**config.mk**
```make
export PLATFORM = sky130hd
export DESIGN_NAME = shooter_mode_and_jam_reversal
export DESIGN_NICKNAME = d
export VERILOG_FILES = /design/src/design/shmjr_pkg.sv /design/src/design/shooter_mode_and_jam_reversal.sv
export SDC_FILE = /design/constraint.sdc
export NUM_CORES = 1
export LEC_CHECK = 0
export BUFFER_PORTS_ARGS = -buffer_cell sky130_fd_sc_hd__buf_2
export CAP_MARGIN = 20
export CORE_ASPECT_RATIO = 1.2
export CORE_MARGIN = 2
export CORE_UTILIZATION = 60
export DETAILED_ROUTE_END_ITERATION = 10
export HOLD_SLACK_MARGIN = 0.05
export PLACE_DENSITY = 0.81
export SYNTH_ARGS = -nofsm -noshare
export SYNTH_HDL_FRONTEND = slang
export SYNTH_SLANG_ARGS = --single-unit
```
**constraint.sdc**
```tcl
create_clock -name i_clk -period 7.2 [get_ports i_clk]
set_clock_uncertainty 0.15 [all_clocks]
set_input_delay 1.08 -clock i_clk [delete_from_list [all_inputs] [get_ports i_clk]]
set_output_delay 1.08 -clock i_clk [all_outputs]
set_load 0.02 [all_outputs]
```
**src/design/shmjr_pkg.sv**
```systemverilog
// Package for the shooter mode and jam reversal block: types, widths, codes.
`timescale 1ns / 1ps

package shmjr_pkg;

    localparam int IN_DATA_W  = 32;
    localparam int OUT_DATA_W = 56;
    localparam int CFG_IDX_W  = 3;
    localparam int CFG_DATA_W = 16;

    typedef enum logic [CFG_IDX_W-1:0] {
        CFG_FRICTION_REF = 3'd0,
        CFG_FIRE_FEED    = 3'd1,
        CFG_STALL_SPEED  = 3'd2,
        CFG_STALL_TICKS  = 3'd3,
        CFG_REV_TICKS    = 3'd4,
        CFG_REV_FEED     = 3'd5
    } t_cfg_idx;

    typedef enum logic [1:0] {
        LEVER_UP   = 2'd0,
        LEVER_MID  = 2'd1,
        LEVER_DOWN = 2'd2,
        LEVER_BAD  = 2'd3
    } t_lever;

endpackage

```
**src/design/shooter_mode_and_jam_reversal.sv**
```systemverilog
// Top level: shooter mode selection, friction latch and feeder jam reversal.
//
//  channel   dir  handshake                      payload
//  s_axis    in   s_axis_tvalid / s_axis_tready  s_axis_tdata[31:0] tick inputs
//  m_axis    out  m_axis_tvalid / m_axis_tready  m_axis_tdata[55:0] motor refs
//  cfg       in   i_cfg_wr_en                    i_cfg_index, i_cfg_wr_data
//
//  One beat per cycle unless stalled; one output register holds the result
//  in the cycle after the beat. State (latch, jam counter) updates on accept.
//  Input is taken while the output register is empty or being drained.
//  Synchronous active-low reset clears state, config and the output valid.
`timescale 1ns / 1ps

module shooter_mode_and_jam_reversal (
    input  logic                              i_clk,
    input  logic                              i_rst_n,
    input  logic                              s_axis_tvalid,
    output logic                              s_axis_tready,
    // [1:0] right_switch, [3:2] left_switch, [4] link_lost, [5] arm_key_now,
    // [6] arm_key_before, [7] disarm_key_now, [8] disarm_key_before,
    // [9] trigger_held, [25:10] feeder_rpm, [31:26] zero
    input  logic [shmjr_pkg::IN_DATA_W-1:0]   s_axis_tdata,
    output logic                              m_axis_tvalid,
    input  logic                              m_axis_tready,
    // [0] motors_off, [16:1] left_friction_ref, [31:17] right_friction_ref,
    // [47:32] feeder_ref, [48] jam_reversing, [49] friction_armed, [55:50] zero
    output logic [shmjr_pkg::OUT_DATA_W-1:0]  m_axis_tdata,
    input  logic                              i_cfg_wr_en,
    input  logic [shmjr_pkg::CFG_IDX_W-1:0]   i_cfg_index,
    input  logic [shmjr_pkg::CFG_DATA_W-1:0]  i_cfg_wr_data
);
    import shmjr_pkg::*;

    // config
    logic [14:0] r_frc_rpm;
    logic [15:0] r_fire_feed;
    logic [14:0] r_stall_spd;
    logic [14:0] r_stall_ticks;
    logic [14:0] r_rev_ticks;
    logic [15:0] r_rev_feed;

    // state
    logic        r_latch, n_latch;
    logic [15:0] r_jam_cnt, n_jam_cnt;

    // result register
    logic        r_out_valid;
    logic        r_off, n_off;
    logic [15:0] r_left, n_left;
    logic [14:0] r_right, n_right;
    logic [15:0] r_feed, n_feed;
    logic        r_rev, n_rev;

    // unpacked input beat
    t_lever      w_rsw, w_lsw;
    logic        w_lost, w_arm_now, w_arm_bef, w_dis_now, w_dis_bef, w_trig;
    logic [15:0] w_meas;
    logic        w_accept;

    assign w_rsw     = t_lever'(s_axis_tdata[1:0]);
    assign w_lsw     = t_lever'(s_axis_tdata[3:2]);
    assign w_lost    = s_axis_tdata[4];
    assign w_arm_now = s_axis_tdata[5];
    assign w_arm_bef = s_axis_tdata[6];
    assign w_dis_now = s_axis_tdata[7];
    assign w_dis_bef = s_axis_tdata[8];
    assign w_trig    = s_axis_tdata[9];
    assign w_meas    = s_axis_tdata[25:10];

    assign s_axis_tready = !r_out_valid || m_axis_tready;
    assign w_accept      = s_axis_tvalid && s_axis_tready;

    always_ff @(posedge i_clk) begin
        if (!i_rst_n) begin
            r_frc_rpm     <= '0;
            r_fire_feed   <= '0;
            r_stall_spd   <= '0;
            r_stall_ticks <= '0;
            r_rev_ticks   <= '0;
            r_rev_feed    <= '0;
        end else if (i_cfg_wr_en) begin
            unique case (t_cfg_idx'(i_cfg_index))
                CFG_FRICTION_REF: r_frc_rpm     <= i_cfg_wr_data[14:0];
                CFG_FIRE_FEED:    r_fire_feed   <= i_cfg_wr_data;
                CFG_STALL_SPEED:  r_stall_spd   <= i_cfg_wr_data[14:0];
                CFG_STALL_TICKS:  r_stall_ticks <= i_cfg_wr_data[14:0];
                CFG_REV_TICKS:    r_rev_ticks   <= i_cfg_wr_data[14:0];
                CFG_REV_FEED:     r_rev_feed    <= i_cfg_wr_data;
                default: ;
            endcase
        end
    end

    always_comb begin
        logic        drive;
        logic [15:0] req;
        logic [15:0] mag;
        logic        stalled;
        logic [15:0] cnt;
        logic [15:0] stl;

        drive   = 1'b0;
        req     = '0;
        n_latch = r_latch;
        stl     = {1'b0, r_stall_ticks};

        priority if (w_rsw == LEVER_DOWN || w_lost) begin
            n_latch = 1'b0;
        end else if (w_rsw == LEVER_MID) begin
            if (w_lsw == LEVER_MID) begin
                drive = 1'b1;
            end else if (w_lsw == LEVER_UP) begin
                drive = 1'b1;
                req   = r_fire_feed;
            end
        end else if (w_rsw == LEVER_UP) begin
            if (w_arm_now && !w_arm_bef) begin
                n_latch = 1'b1;
            end else if (w_dis_now && !w_dis_bef) begin
                n_latch = 1'b0;
            end
            if (n_latch) begin
                drive = 1'b1;
                req   = w_trig ? r_fire_feed : 16'd0;
            end
        end else begin
            n_latch = r_latch;
        end

        mag     = w_meas[15] ? 16'(16'd0 - w_meas) : w_meas;
        stalled = (mag < {1'b0, r_stall_spd})
               && ($signed(req) > $signed({1'b0, r_stall_spd}));

        cnt = r_jam_cnt;
        if (stalled) begin
            if (r_jam_cnt < stl) begin
                cnt = r_jam_cnt + 16'd1;
            end else if (r_jam_cnt == stl) begin
                cnt = r_jam_cnt + {1'b0, r_rev_ticks};
            end
        end else if (r_jam_cnt <= stl) begin
            cnt = '0;
        end

        n_off     = !drive;
        n_left    = '0;
        n_right   = '0;
        n_feed    = '0;
        n_rev     = 1'b0;
        n_jam_cnt = r_jam_cnt;
        if (drive) begin
            n_left    = 16'(16'd0 - {1'b0, r_frc_rpm});
            n_right   = r_frc_rpm;
            n_feed    = req;
            n_jam_cnt = cnt;
            if (cnt > stl) begin
                n_feed    = r_rev_feed;
                n_jam_cnt = cnt - 16'd1;
                n_rev     = 1'b1;
            end
        end
    end

    always_ff @(posedge i_clk) begin
        if (!i_rst_n) begin
            r_latch     <= 1'b0;
            r_jam_cnt   <= '0;
            r_out_valid <= 1'b0;
        end else begin
            if (w_accept) begin
                r_latch   <= n_latch;
                r_jam_cnt <= n_jam_cnt;
            end
            if (w_accept) begin
                r_out_valid <= 1'b1;
            end else if (m_axis_tready) begin
                r_out_valid <= 1'b0;
            end
        end
    end

    always_ff @(posedge i_clk) begin
        if (w_accept) begin
            r_off   <= n_off;
            r_left  <= n_left;
            r_right <= n_right;
            r_feed  <= n_feed;
            r_rev   <= n_rev;
        end
    end

    assign m_axis_tvalid = r_out_valid;
    assign m_axis_tdata  = {6'd0, r_latch, r_rev, r_feed, r_right, r_left, r_off};

endmodule

```
==> results.toml <==
[flow_run]
maxCapViolCount = 0

[die]
die_h_microns = 147
fp.dieW_microns = 123
core_sq_um = 16700
die-area_sq_um = 18000
ios = 114
start_util = 0.607
rows = 52

[timing]
hold_violations = 0
finalCritPeriodShare = 0.932
maxSlewViolCount = 0
worst-slew-pin-transition_ns = 1.03
finalCriticalPeriod_ns = 6.71
setup_viol = 0
fin_tns_setup_ns = 0
fmax_mhz = 149
fin_hold_ws_ns = 0.311
relSlewSlack = 0.310
worst_slack_ns = 0.491

[logic_synthesis]
ys_seq_area_frac = 0.359
yosys-top-cells-count = "nand2_1 (234), dfxtp_1 (110), a21boi_0 (94)"
synthesis.area_sq_um = 10200
synth_cell_types = 90
syn_avg_cell_area_sq_um = 8.56
synth_ff_type = "dfxtp_1"
async_flop_share = 0
ys_warn_count = 0
synth_area_leader_cell = "dfxtp_1"
synthTopCellsByArea = "dfxtp_1 (22%), edfxtp_1 (14%), ha_1 (9.4%)"
synthCells = 1186
synth_edf_count = 48
synth_top_area_frac = 0.217
yosys_register_bits = 158
yosysMostFrequentCell = "nand2_1"

[setup_path]
arrival_ns = 6.93
critPathMaxStageDelay_ns = 0.48
required_ns = 7.42
endpoint_kind = "flop"
worst-setup-path-type = "input pin to flop"
cpMostUsedCell = "nand3_1"
critPathMaxFanout = 11
cp_slowest_cell = "or4_1"
cp-start-kind = "input pin"
worst-path-buf-inv = 4
crit_family = "simple AND/OR/NAND/NOR gates"

[clock_network]
numCtsBuffers = 17
postCtsSetupBuffers = 0
ctsRootBufferMaster = "clkbuf_16"
cts.clk_slew.worst_paths_ns = 0.07
cts_resized = 0
insertion_delay_ns = 0.43
cts_sinks = 158
clock_tree.buffer_depth = 2
ctsHtreeMaxLevel = 4
cts_hold_buf = 0
cts_tree = "built"

[outcome]
status = "finished clean"

[global_route]
grt_usage = 0.307
grt_pass1_wl_microns = 43500
grt-ovfl-total = 0
antenna_found_initial = 0
grt_max_degree = 113
grt_pass1_vias = 8714

[detailed_routing]
wl_per_cell_microns = 18.3
finalWirelength_microns = 27300
first_pass_iters = 6
via_per_inst = 6.12
drtIter0Drc = 945
post-route-drc-count = 0
vias = 9123
ant_nets = 0

[pwr]
max-vdd-ir-drop_mv = 0.154
seqPwrFrac = 0.416
power.internal_mw = 1.60
combPwrFrac = 0.191
p_sw_uw = 695
clkPwrFrac = 0.393
power_mw = 2.29
switching_share = 0.303
leakage_nw = 4.55
power_density_nw_per_um2 = 202

[finish]
final_util = 0.680
final_cell_area_sq_um = 11400
layoutNonFillerInstCount = 1491
insertedDiodeCount = 0
nets = 1395
syn_to_final_growth_pct = 12.0
drive_gt1_frac = 0.146

[placement]
dp_cells = 1458
dp_hpwl_microns = 19700
placed_area_sq_um = 10800
pre_cts_ws_ns = 0.125
place.gp.congestion = 0.980
port_buffers = 101

[worst_hold_path]
min_path_type = "flop to flop"
==> layout by cell type, fill, tap and decap left out, types with 32 or more instances in the layout <==
cell      count
nand2_1     234
inv_1        46
buf_2       101
o21ai_0      32
edfxtp_1     48
a21oi_1      38
and2_1       38
nand3_1      42
ha_1         76
a21boi_0     94
dfxtp_1     110
nor2_1       58
==> area by class of cell <==
cell class | instances | area [sq um]
multi-input cells | 921 | 6050
fillers | 1324 | 5350
flip-flops and latches | 158 | 3640
repair buffers | 116 | 631
clock buffers | 20 | 479
well taps | 216 | 270
inverters | 48 | 180
clock inverters | 12 | 113
==> per-layer routing <==
| metal | share of wire | global-route usage |
|---|---|---|
| met5 | 0 | 0 |
| met4 | 0.044 | 0.147 |
| met3 | 0.074 | 0.0523 |
| met2 | 0.48 | 0.507 |
| met1 | 0.40 | 0.385 |
==> power groups by stage <==
| stage | Clock (mW) | Combinational [mW] | Sequential, mW |
|---|---|---|---|
| detailed placement | 0 | 0.424 | 0.975 |
| global route | 0.944 | 0.475 | 0.958 |
| global placement | 0 | 0.416 | 0.974 |
| CTS | 0.911 | 0.428 | 0.955 |
| floorplan | 0 | 0.291 | 0.989 |
| finish | 0.902 | 0.437 | 0.956 |
==> cells by family after synthesis <==
kind of cell,Yosys count,synth area share
AND/OR/NAND/NOR,497,0.243
AO/OA/AOI/OAI,279,0.198
flip-flops,158,0.359
buffers and inverters,112,0.0478
adder cells (fa/ha/maj),78,0.0967
XOR/XNOR,41,0.0354
multiplexers,20,0.0198
other,1,0.000369
==> tightest hold or removal path, stage by stage, from the launching register on <==
cell,delay [ns]
dfxtp_1,0.31
nand2_1,0.04
a21boi_0,0.06
==> flip-flops by register name (all words and copies together) (netlist names) <==
name	cells
r_feed	16
r_fire_feed	16
r_jam_cnt	16
r_left	16
r_rev_feed	16
r_frc_rpm	15
r_rev_ticks	15
r_stall_spd	15
r_stall_ticks	15
r_right	14
m_axis_tvalid	1
r_latch	1
r_off	1
r_rev	1
==> worst paths after layout <==
path                           to             start  cells after the start  slack [ns]
hold reg to reg   r_fire_feed[12]   r_fire_feed[12]                      2        0.31
setup reg to reg     r_jam_cnt[4]           r_latch                     21        1.23
hold / removal    r_fire_feed[12]   r_fire_feed[12]                      2        0.31
setup / recovery     r_jam_cnt[4]  s_axis_tdata[15]                     27        0.49
Power figures use the tool's default switching activity.
